===== config.mk =====
export PLATFORM = sky130hd
export DESIGN_NAME = wildcard_pattern_matcher_core
export DESIGN_NICKNAME = d
export VERILOG_FILES = /design/src/sv/wpm_pkg.sv /design/src/sv/wpm_closure.sv /design/src/sv/wpm_pattern_store.sv /design/src/sv/wildcard_pattern_matcher_core.sv
export SDC_FILE = /design/constraint.sdc
export NUM_CORES = 1
export LEC_CHECK = 0
export BUFFER_PORTS_ARGS = -buffer_cell sky130_fd_sc_hd__buf_2
export CORE_MARGIN = 2
export CORE_UTILIZATION = 40
export CTS_BUF_LIST = sky130_fd_sc_hd__clkbuf_16
export DETAILED_ROUTE_END_ITERATION = 12
export PLACE_DENSITY = 0.59
export SYNTH_ARGS = -nofsm -noshare
export SYNTH_HDL_FRONTEND = slang
export SYNTH_HIERARCHICAL = 1
export SYNTH_SLANG_ARGS = --single-unit
export TNS_END_PERCENT = 5

===== constraint.sdc =====
create_clock -name clk_i -period 4.95 [get_ports clk_i]
set_input_delay 0.2475 -clock clk_i [delete_from_list [all_inputs] [get_ports clk_i]]
set_output_delay 0.2475 -clock clk_i [all_outputs]
set_load 0.1 [all_outputs]

===== src/sv/wpm_pkg.sv =====
`default_nettype none

package wpm_pkg;

  // Fixed field widths of the item and configuration ports
  localparam int unsigned OpcodeWidth   = 2;
  localparam int unsigned PositionWidth = 5;
  localparam int unsigned SymbolWidth   = 8;
  localparam int unsigned LengthWidth   = 6;
  localparam int unsigned CfgIndexWidth = 2;
  localparam int unsigned CfgDataWidth  = 8;

  // Reset values of the configuration registers
  localparam logic [LengthWidth-1:0] LengthReset = '0;
  localparam logic [SymbolWidth-1:0] SingleReset = 8'd63;
  localparam logic [SymbolWidth-1:0] MultiReset  = 8'd42;

  // Item opcodes; the fourth code is ignored
  typedef enum logic [OpcodeWidth-1:0] {
    OP_LOAD    = 2'd0,
    OP_LITERAL = 2'd1,
    OP_END     = 2'd2
  } opcode_e;

  // Configuration register indexes
  typedef enum logic [CfgIndexWidth-1:0] {
    CFG_LENGTH = 2'd0,
    CFG_SINGLE = 2'd1,
    CFG_MULTI  = 2'd2
  } cfg_index_e;

  // ASCII upper-casing: only 'a'..'z' change
  function automatic logic [SymbolWidth-1:0] upcase(input logic [SymbolWidth-1:0] c);
    logic [SymbolWidth-1:0] r;
    r = c;
    if (c >= 8'd97 && c <= 8'd122) begin
      r = c - 8'd32;
    end
    return r;
  endfunction

endpackage

`default_nettype wire


===== src/sv/wpm_closure.sv =====
`default_nettype none

// Parallel-prefix closure of an active set over run wildcards:
// a set bit at position i spreads to i+1 while position i is a run wildcard.
module wpm_closure
  import wpm_pkg::*;
#(
  parameter int unsigned N = 33
) (
  input  wire logic [N-1:0] set_i,
  input  wire logic [N-2:0] prop_i,
  output logic      [N-1:0] closed_o
);

  localparam int unsigned Levels = $clog2(N);

  logic [N-1:0] gen;
  logic [N-1:0] prp;
  logic [N-1:0] gen_nx;
  logic [N-1:0] prp_nx;

  // Combine generate/propagate pairs at doubling distances
  always_comb begin
    gen    = set_i;
    prp    = {prop_i, 1'b0};
    gen_nx = gen;
    prp_nx = prp;
    for (int lv = 0; lv < Levels; lv++) begin
      gen_nx = gen;
      prp_nx = prp;
      for (int k = 0; k < N; k++) begin
        if (k >= (1 << lv)) begin
          gen_nx[k] = gen[k] | (prp[k] & gen[k - (1 << lv)]);
          prp_nx[k] = prp[k] & prp[k - (1 << lv)];
        end
      end
      gen = gen_nx;
      prp = prp_nx;
    end
    closed_o = gen;
  end

endmodule

`default_nettype wire


===== src/sv/wpm_pattern_store.sv =====
`default_nettype none

// Pattern character store with per-position classification against the
// wildcards, the used length and the current literal character.
module wpm_pattern_store
  import wpm_pkg::*;
#(
  parameter int unsigned PATTERN_MAX = 32
) (
  input  wire logic                     clk_i,
  input  wire logic                     load_en_i,
  input  wire logic [PositionWidth-1:0] position_i,
  input  wire logic [SymbolWidth-1:0]   symbol_i,
  input  wire logic [LengthWidth-1:0]   length_i,
  input  wire logic [SymbolWidth-1:0]   single_i,
  input  wire logic [SymbolWidth-1:0]   multi_i,
  output logic      [PATTERN_MAX-1:0]   star_o,
  output logic      [PATTERN_MAX-1:0]   hit_o,
  output logic      [PATTERN_MAX:0]     upto_o
);

  logic [SymbolWidth-1:0] store_q [PATTERN_MAX];
  logic [PATTERN_MAX-1:0] in_use;
  logic [PATTERN_MAX-1:0] below_len;
  logic [SymbolWidth-1:0] sym_up;

  // Write a loaded character; positions beyond the store are dropped
  always_ff @(posedge clk_i) begin
    for (int i = 0; i < PATTERN_MAX; i++) begin
      if (load_en_i && int'(position_i) == i) begin
        store_q[i] <= symbol_i;
      end
    end
  end

  // Position i counts while it and every position before it are below the length and hold a nonzero character
  always_comb begin
    for (int i = 0; i < PATTERN_MAX; i++) begin
      in_use[i] = (int'(length_i) > i) && (store_q[i] != '0);
    end
    for (int i = 0; i < PATTERN_MAX; i++) begin
      below_len[i] = 1'b1;
      for (int j = 0; j <= i; j++) begin
        below_len[i] = below_len[i] & in_use[j];
      end
    end
    upto_o = {below_len, 1'b1};
  end

  // Classify each position against the wildcards and the literal character
  always_comb begin
    sym_up = upcase(symbol_i);
    for (int i = 0; i < PATTERN_MAX; i++) begin
      star_o[i] = below_len[i] && (store_q[i] == multi_i);
      hit_o[i]  = below_len[i] &&
                  ((store_q[i] == single_i) || (upcase(store_q[i]) == sym_up));
    end
  end

endmodule

`default_nettype wire


===== src/sv/wildcard_pattern_matcher_core.sv =====
`default_nettype none

// Channel  | Handshake               | Payload
// ---------+-------------------------+-------------------------------------
// input    | in_valid_i / in_stall_o | opcode_i, position_i, symbol_i
// output   | out_valid_o/ out_stall_i| matched_o (end items only)
// config   | cfg_we_i                | cfg_index_i, cfg_data_i
//
// One item per cycle unless the output stalls: each item is held in the input
// register, where the store write or the active-set update completes; an end
// item's flag shows in the output register the cycle after. Reset clears the
// handshake state, sets the configuration registers to their defaults and
// leaves only position zero active; the pattern store is not cleared. A stalled
// output holds an end item in the input register and stalls the input channel.
module wildcard_pattern_matcher_core
  import wpm_pkg::*;
#(
  parameter int unsigned PATTERN_MAX = 32
) (
  input  wire logic                     clk_i,
  input  wire logic                     rst_ni,
  input  wire logic                     in_valid_i,
  output logic                          in_stall_o,
  input  wire logic [OpcodeWidth-1:0]   opcode_i,
  input  wire logic [PositionWidth-1:0] position_i,
  input  wire logic [SymbolWidth-1:0]   symbol_i,
  output logic                          out_valid_o,
  input  wire logic                     out_stall_i,
  output logic                          matched_o,
  input  wire logic                     cfg_we_i,
  input  wire logic [CfgIndexWidth-1:0] cfg_index_i,
  input  wire logic [CfgDataWidth-1:0]  cfg_data_i
);

  localparam int unsigned Width = PATTERN_MAX + 1;

  logic [LengthWidth-1:0]   length_q;
  logic [SymbolWidth-1:0]   single_q;
  logic [SymbolWidth-1:0]   multi_q;

  logic                     s1_valid_q;
  logic [OpcodeWidth-1:0]   s1_op_q;
  logic [PositionWidth-1:0] s1_pos_q;
  logic [SymbolWidth-1:0]   s1_sym_q;

  logic [Width-1:0]         active_q;
  logic [Width-1:0]         active_d;
  logic                     out_valid_q;
  logic                     matched_q;

  logic                     in_accept;
  logic                     s1_go;
  logic                     s1_fire;
  logic                     s1_end;

  logic [PATTERN_MAX-1:0]   star;
  logic [PATTERN_MAX-1:0]   hit;
  logic [Width-1:0]         upto;
  logic [Width-1:0]         final_pos;
  logic [Width-1:0]         cur;
  logic [Width-1:0]         next_raw;
  logic [Width-1:0]         next_closed;
  logic [PATTERN_MAX-1:0]   stay;
  logic [PATTERN_MAX-1:0]   adv;
  logic                     match;

  // Configuration registers
  always_ff @(posedge clk_i or negedge rst_ni) begin
    if (!rst_ni) begin
      length_q <= LengthReset;
      single_q <= SingleReset;
      multi_q  <= MultiReset;
    end else if (cfg_we_i) begin
      unique case (cfg_index_i)
        CFG_LENGTH: length_q <= cfg_data_i[LengthWidth-1:0];
        CFG_SINGLE: single_q <= cfg_data_i;
        CFG_MULTI:  multi_q  <= cfg_data_i;
        default: ;
      endcase
    end
  end

  // Handshake: an end item waits while the output register is full and stalled
  assign s1_end     = (s1_op_q == OP_END);
  assign s1_go      = !s1_end || !out_valid_q || !out_stall_i;
  assign s1_fire    = s1_valid_q && s1_go;
  assign in_stall_o = s1_valid_q && !s1_go;
  assign in_accept  = in_valid_i && !in_stall_o;

  // Input register
  always_ff @(posedge clk_i or negedge rst_ni) begin
    if (!rst_ni) begin
      s1_valid_q <= 1'b0;
    end else if (in_accept) begin
      s1_valid_q <= 1'b1;
    end else if (s1_fire) begin
      s1_valid_q <= 1'b0;
    end
  end

  always_ff @(posedge clk_i) begin
    if (in_accept) begin
      s1_op_q  <= opcode_i;
      s1_pos_q <= position_i;
      s1_sym_q <= symbol_i;
    end
  end

  wpm_pattern_store #(
    .PATTERN_MAX(PATTERN_MAX)
  ) u_store (
    .clk_i      (clk_i),
    .load_en_i  (s1_fire && (s1_op_q == OP_LOAD)),
    .position_i (s1_pos_q),
    .symbol_i   (s1_sym_q),
    .length_i   (length_q),
    .single_i   (single_q),
    .multi_i    (multi_q),
    .star_o     (star),
    .hit_o      (hit),
    .upto_o     (upto)
  );

  // Close the held set, restricted to the used length
  wpm_closure #(
    .N(Width)
  ) u_close_cur (
    .set_i    (active_q & upto),
    .prop_i   (star),
    .closed_o (cur)
  );

  // Step over one literal character: run wildcards stay, other positions advance where they match
  always_comb begin
    stay     = cur[PATTERN_MAX-1:0] & star;
    adv      = cur[PATTERN_MAX-1:0] & ~star & hit;
    next_raw = {1'b0, stay} | {adv, 1'b0};
  end

  wpm_closure #(
    .N(Width)
  ) u_close_next (
    .set_i    (next_raw & upto),
    .prop_i   (star),
    .closed_o (next_closed)
  );

  // Pick the flag at the used length
  assign final_pos = upto & ~(upto >> 1);
  assign match     = |(cur & final_pos);

  // Advance the active set; an end item restarts it
  always_comb begin
    active_d = active_q;
    if (s1_fire) begin
      if (s1_op_q == OP_LITERAL) begin
        active_d = next_closed;
      end else if (s1_end) begin
        active_d = Width'(1);
      end
    end
  end

  always_ff @(posedge clk_i or negedge rst_ni) begin
    if (!rst_ni) begin
      active_q <= Width'(1);
    end else begin
      active_q <= active_d;
    end
  end

  // Output register: load on an end transfer, drop once taken
  always_ff @(posedge clk_i or negedge rst_ni) begin
    if (!rst_ni) begin
      out_valid_q <= 1'b0;
    end else if (s1_fire && s1_end) begin
      out_valid_q <= 1'b1;
    end else if (!out_stall_i) begin
      out_valid_q <= 1'b0;
    end
  end

  always_ff @(posedge clk_i) begin
    if (s1_fire && s1_end) begin
      matched_q <= match;
    end
  end

  assign out_valid_o = out_valid_q;
  assign matched_o   = matched_q;

endmodule

`default_nettype wire

==> results of run 1 <==
[worst max path at each step]
stage               cells past startpoint                            start                       end  slack [ns]
floorplan                              23  u_store/store_q[3][1]$_DFFE_PP_  active_q[30]$_DFFE_PN0P_      -0.001
global placement                       23          length_q[3]$_DFFE_PN0P_  active_q[30]$_DFFE_PN0P_       -0.44
detailed placement                     24          length_q[2]$_DFFE_PN0P_  active_q[30]$_DFFE_PN0P_       -0.54
CTS                                    23          length_q[2]$_DFFE_PN0P_  active_q[30]$_DFFE_PN0P_      -0.002
global route                           26          length_q[1]$_DFFE_PN0P_  active_q[25]$_DFFE_PN0P_       -0.34
finish                                 26          length_q[2]$_DFFE_PN0P_  active_q[31]$_DFFE_PN0P_       -0.08
[final cells by class]
class | count | area share [%]
diodes | 1 | 0.00726
inverters | 119 | 1.30
repair buffers | 629 | 14.5
clock inverters | 34 | 1.04
clock buffers | 40 | 2.91
flip-flops and latches | 329 | 27.9
multi-input cells | 2368 | 49.1
well taps | 873 | 3.17
[routing by layer]
layer	vias up	global-route usage [%]	share of wire, %
met1	12600	40.3	41
li1	11700	-	-
met4	0	13.2	4.8
met5	-	0	0
met2	1325	47.6	44
met3	304	5.63	9.8
[cells in the final DEF (no fill, tap or decap), types with 19 or more instances in the layout]
cell	instances
dfrtp_1	34
nor2_1	122
buf_2	32
inv_1	119
nand4_1	92
nor4_1	93
nand2_1	277
xor2_1	339
ha_1	36
or3_1	19
a21oi_1	103
dlygate4sd3_1	27
mux2_2	24
a31oi_1	27
o22ai_1	28
nor3_1	89
xnor2_1	399
clkbuf_16	40
or4_1	34
a21o_1	36
edfxtp_1	272
nand3b_1	30
and2_1	68
o21ai_0	98
buf_4	541
buf_12	22
o31ai_1	19
and3_1	22
nand3_1	69
[power by group through the flow]
stage	combinational [mW]	clock [mW]	sequential, mW
after floorplan	1.53	0	3.17
after global placement	2.45	0	3.36
after detailed placement	2.51	0	3.36
after CTS	2.60	3.10	3.32
after global routing	2.82	3.19	3.32
final	2.70	3.03	3.33
[registers in the layout (all words and copies together) (netlist names)]
name and cells:
active_q 33, length_q 6, matched_o 1, multi_q 8
out_valid_o 1, s1_op_q 2, s1_pos_q 5, s1_sym_q 8
s1_valid_q 1, single_q 8, u_store/store_q 256
[repair_timing]
| item | 4_1_cts | 5_1_grt |
|---|---|---|
| pin swaps | 55 | 32 |
| endpoints found under the setup margin | 19 | 20 |
| cloned | 1 | 0 |
| gates resized for setup | 101 | 42 |
| setup buffers | 18 | 7 |
| endpoints found under the hold margin | 80 | 0 |
| hold buffers | 27 | 0 |
[per-stage QoR]
stage / worst slack [ns] / hold WS (ns) / power [mW]
2_1_floorplan: -0.00121 / -0.0481 / 4.70
3_3_place_gp: -0.438 / 0.424 / 5.82
3_5_place_dp: -0.537 / 0.426 / 5.87
4_1_cts: -0.00211 / 0.140 / 9.02
5_1_grt: -0.339 / 0.156 / 9.33
6_report: -0.0788 / 0.165 / 9.06
[cell families (layout without fill, tap and decap cells)]
group,Yosys count,in the layout,synth area share (%)
DFF,329,329,35.0
xor gates and xnor gates,738,738,23.6
muxes,29,29,1.17
buffers and inverters,386,822,5.65
adders and majority gates,36,36,1.64
and+or+nand+nor,1027,1027,19.7
other,1,2,0.0137
AOI/OAI and AO/OA,537,537,13.3
[worst max-delay path, delay by kind of cell, from the launching register on]
| family | cells | cell delay (ns) |
|---|---|---|
| AND/OR/NAND/NOR | 10 | 2.28 |
| AO/OA/AOI/OAI | 11 | 1.46 |
| buffers and inverters | 5 | 0.72 |
| flip-flops | 1 | 0.45 |
==> flow_summary.toml, run 1 <==
[timing]
setup_slack_ns = -0.0788
drv_slew = 0
grt_setup_unrepaired = "yes"
min_period_ns = 5.03
fin_setup_tns_ns = -0.567
setup_viol = 11
slew_headroom_pct = 20.8
fin_crit_sh_pct = 102
worstMarginPinSlew_ns = 1.18
finalHoldViolCount = 0
fmax_mhz = 199
finalClockSkew_ns = 0.0334

[finish]
drive_above_1_share_pct = 24.5
fin_util_pct = 51.0
layout.area.seq_um2 = 9620
postLayoutCellArea_um2 = 34500
syn_to_final_growth_pct = 25.6
instances_no_fill = 4393
fillers = 6201
nets = 3553
multi_input_comb_area_um2 = 16900

[yosys]
syn_nets = 3149
async_reset_ff_share_pct = 17.3
postSynthCellCount = 3083
synth_area_leader_cell = "edfxtp_1"
ys_warn_count = 6
avgSynthCellArea_um2 = 8.89
synth_cell_types = 101
synth_edf_count = 272
yosysTopAreaCellShare_pct = 29.8
synthFlopType = "edfxtp_1"
netlist_top_cells_count = "xnor2_1, xor2_1, nand2_1"
yosysMostFrequentCell = "xnor2_1"
synth_area_um2 = 27400
seq_area_frac_synth_pct = 35.0
synthTopCellsByArea = "edfxtp_1, xnor2_1, xor2_1"
synth-seq-cells = 329

[placed_design]
place_congestion = 1.01
postPlaceCellArea_um2 = 32100
dp.cells = 4268
hpwl_um = 78700
numPortBuffers = 32

[die]
fp.dieW_um = 266
core-area_um2 = 67500
die_h_um = 266
std_cell_rows = 95
dieArea_um2 = 70700
pin_count = 33
floorplan.initialDensity_pct = 40.6

[setup_path]
crit_type = "flop to flop"
cp-end-kind = "flop"
crit_fanout = 6
crit_required_ns = 5.43
r2r_end = "active_q[31]$_DFFE_PN0P_"
reg2reg_slack_ns = -0.08
critPathLaunchType = "flop"
crit_arrival_ns = 5.51
cp_slowest_cell = "or4_4"
critPathMaxStageDelay_ns = 0.60
reg2reg_from = "length_q[2]$_DFFE_PN0P_"
critPathMostFrequentCell = "nand2_1"
rr_worst_depth = 26

[pwr]
netSwitchingFraction_pct = 34.3
netSwitchingPower_mw = 3.11
clkPwrFrac_pct = 33.4
p_leak_nw = 13.3
p_per_area_nw_per_um2 = 263
seqPwrFrac_pct = 36.7
p_int_mw = 5.95
p_comb_share_pct = 29.8
vdd_drop_max_mv = 0.258

[drt]
drc = 0
routedWlPerCell_um = 24.8
drt_iter0_drc = 2900
firstDrtPassIters = 8
dr_total_vias = 25900
totalWireLength_um = 109000
viasPerCell = 5.90
ant_nets = 0

[clock_network]
cts_htree_levels = 2
cts_buffer_depth = 3
cts_buffers = 40
clkTransAtPathRegs_ns = 0.06
cts_tree = "yes"
cts_root_buf = "clkbuf_16"
clk_latency_ns = 0.61
cts_sinks = 329

[grt]
grt_usage_pct = 30.1
gr-total-overflow = 0
grt_pass1_wl_um = 159000
grt_start_max_net_pins = 67
antenna_found_initial = 0
first_global_vias = 25100

[status]
violations = "setup timing"
status = "finished with violations"

[hold_path]
whs_path_depth = 3
hold_start = "cfg_index_i[1]"
hold_path_end = "length_q[3]$_DFFE_PN0P_"
hold_class = "input pin to flop"

[job]
cap_violations = 0
(Power assumes the default switching activity.)
==> run 2: changes to the inputs <==
CORE_UTILIZATION = 59   (was 40)
PLACE_DENSITY = 0.8   (was 0.59)
RECOVER_POWER = 25   (was not set)
==> flow_summary.toml, run 2 (same netlist as run 1, synthesis figures left out) <==
[finish]
top_regs = "u_store/store_q (256), active_q (33)"
drive_above_1_share_pct = 24.7
fin_util_pct = 74.2
largest_reg_flops = 256
nets = 3571
mostFrequentLayoutCells = "buf_4, xnor2_1, xor2_1"
top_register = "u_store/store_q"
layout_commonest_cell = "buf_4"
postLayoutCellArea_um2 = 33900
syn_to_final_growth_pct = 23.7

[drt]
firstDrtPassIters = 6
ant_nets = 0
totalWireLength_um = 108000
routedWlPerCell_um = 26.2
drt_iter0_drc = 3471
viasPerCell = 6.53
drc = 0
dr_total_vias = 27000

[timing]
fin_crit_sh_pct = 103
grt_setup_unrepaired = "yes"
finalHoldViolCount = 0
min_period_ns = 5.12
drv_slew = 0
setup_slack_ns = -0.168
worstMarginPinSlew_ns = 1.25
fmax_mhz = 195
setup_viol = 9
slew_headroom_pct = 15.9
finalClockSkew_ns = 0.0228

[hold_path]
hold_path_end = "multi_q[3]$_DFFE_PN1P_"
hold_start = "cfg_data_i[3]"
whs_path_depth = 2
hold_class = "input pin to flop"

[setup_path]
r2r_end = "active_q[32]$_DFFE_PN0P_"
crit_arrival_ns = 5.56
crit_required_ns = 5.39
critPathLaunchType = "flop"
rr_worst_depth = 27
crit_type = "flop to flop"
reg2reg_from = "u_store/store_q[5][3]$_DFFE_PP_"
reg2reg_slack_ns = -0.17
cp-end-kind = "flop"
crit_fanout = 7

[die]
dieArea_um2 = 48200
floorplan.initialDensity_pct = 60.0
die_h_um = 220
core-area_um2 = 45700
fp.dieW_um = 220
std_cell_rows = 78
pin_count = 33

[grt]
antenna_found_initial = 3
grt_pass1_wl_um = 159000
gr-total-overflow = 0
first_global_vias = 26000
grt_start_max_net_pins = 67
grt_usage_pct = 44.4

[clock_network]
cts_tree = "yes"
cts_htree_levels = 2
clkTransAtPathRegs_ns = 0.07
cts_buffers = 38
cts_buffer_depth = 3
cts_sinks = 329
cts_root_buf = "clkbuf_16"
clk_latency_ns = 0.58

[placed_design]
place_congestion = 1.03
hpwl_um = 78600
numPortBuffers = 32
postPlaceCellArea_um2 = 31800

[pwr]
vdd_drop_max_mv = 0.377
p_leak_nw = 13.2
p_per_area_nw_per_um2 = 261

[status]
status = "finished with violations"
violations = "setup timing"

[job]
cap_violations = 0
==> run 2: cell types whose count changed in the layout (fill, tap and decap cells not counted), moves of 4 or more <==
cell	delta
clkinv_1	-7
buf_4	+30
buf_12	-11
o21ai_1	-6
a221oi_2	-4
inv_1	+6
a221oi_1	+4
nor2_1	+5
==> run 2: per-stage QoR <==
| step | setup WS [ns] | TNS (ns) | hold slack [ns] | std cells | power (mW) |
|---|---|---|---|---|---|
| after global routing | -0.451 | -4.63 | 0.0204 | 4134 | 9.04 |
| final | -0.168 | -0.794 | 0.0368 | 4135 | 8.85 |
| after floorplan | -0.00121 | -0.00121 | -0.0481 | 3083 | 4.70 |
| after detailed placement | -0.553 | -3.99 | 0.426 | 4019 | 5.81 |
| after CTS | -0.00204 | -0.00204 | 0.0123 | 4133 | 8.72 |
| after global placement | -0.363 | -2.65 | 0.424 | 4019 | 5.75 |
==> run 2: cell type report <==
cell class | instances | area (um2)
fill | 3321 | 11800
timing repair buffer | 649 | 5020
clock inverter | 29 | 245
tap | 600 | 751
inverter | 119 | 449
clock buffer | 40 | 1000
antenna | 1 | 2.50
sequential | 329 | 9620
multi-input combinational | 2368 | 16800
==> run 2: power breakdown <==
part           internal [mW]  switching (mW)  total [mW]
registers               3.07           0.218        3.29
logic                   1.12            1.58        2.69
clock network           1.67            1.19        2.86
==> run 2: routing by layer <==
| metal | GRT usage, % | vias up | wire, um |
|---|---|---|---|
| li1 | - | 11700 | - |
| met2 | 67.2 | 1838 | 46300 |
| met5 | 0 | - | 22 |
| met4 | 26.6 | 4 | 7500 |
| met1 | 57.7 | 12900 | 41100 |
| met3 | 10.6 | 505 | 13500 |
==> run 2: how the worst max path moves through the flow <==
stage	startpoint	endpoint	slack (ns)
6_report	u_store/store_q[5][3]$_DFFE_PP_	active_q[32]$_DFFE_PN0P_	-0.17
4_1_cts	length_q[2]$_DFFE_PN0P_	active_q[32]$_DFFE_PN0P_	-0.002
2_1_floorplan	u_store/store_q[3][1]$_DFFE_PP_	active_q[30]$_DFFE_PN0P_	-0.001
5_1_grt	u_store/store_q[5][0]$_DFFE_PP_	active_q[26]$_DFFE_PN0P_	-0.45
3_3_place_gp	u_store/store_q[11][0]$_DFFE_PP_	active_q[32]$_DFFE_PN0P_	-0.36
3_5_place_dp	u_store/store_q[11][0]$_DFFE_PP_	active_q[32]$_DFFE_PN0P_	-0.55
==> run 2: worst max-delay path, cell delays in order (launching register included) <==
cell	delay, ns
edfxtp_1	0.39
nor4_1	0.85
a22oi_2	0.14
nand2_1	0.11
or4b_4	0.18
nor3_1	0.07
buf_4	0.16
nand2_2	0.09
buf_4	0.12
inv_1	0.05
and2_1	0.16
a21o_1	0.18
a221oi_2	0.31
buf_4	0.17
nand2_1	0.10
o21ai_4	0.28
buf_6	0.14
o221ai_1	0.12
buf_4	0.16
nand2_1	0.05
o21ai_0	0.06
and2_1	0.19
a211oi_4	0.30
nor2_1	0.11
a211oi_2	0.23
o31ai_2	0.10
nand2_1	0.10
o21ai_2	0.06
==> run 2: what timing repair did <==
| action | CTS | global route |
|---|---|---|
| endpoints found under the hold margin | 82 | 0 |
| pin swaps | 52 | 14 |
| buffers inserted | 20 | 1 |
| hold buffers | 25 | 0 |
| resized for setup | 97 | 29 |
| setup endpoints to repair | 18 | 18 |
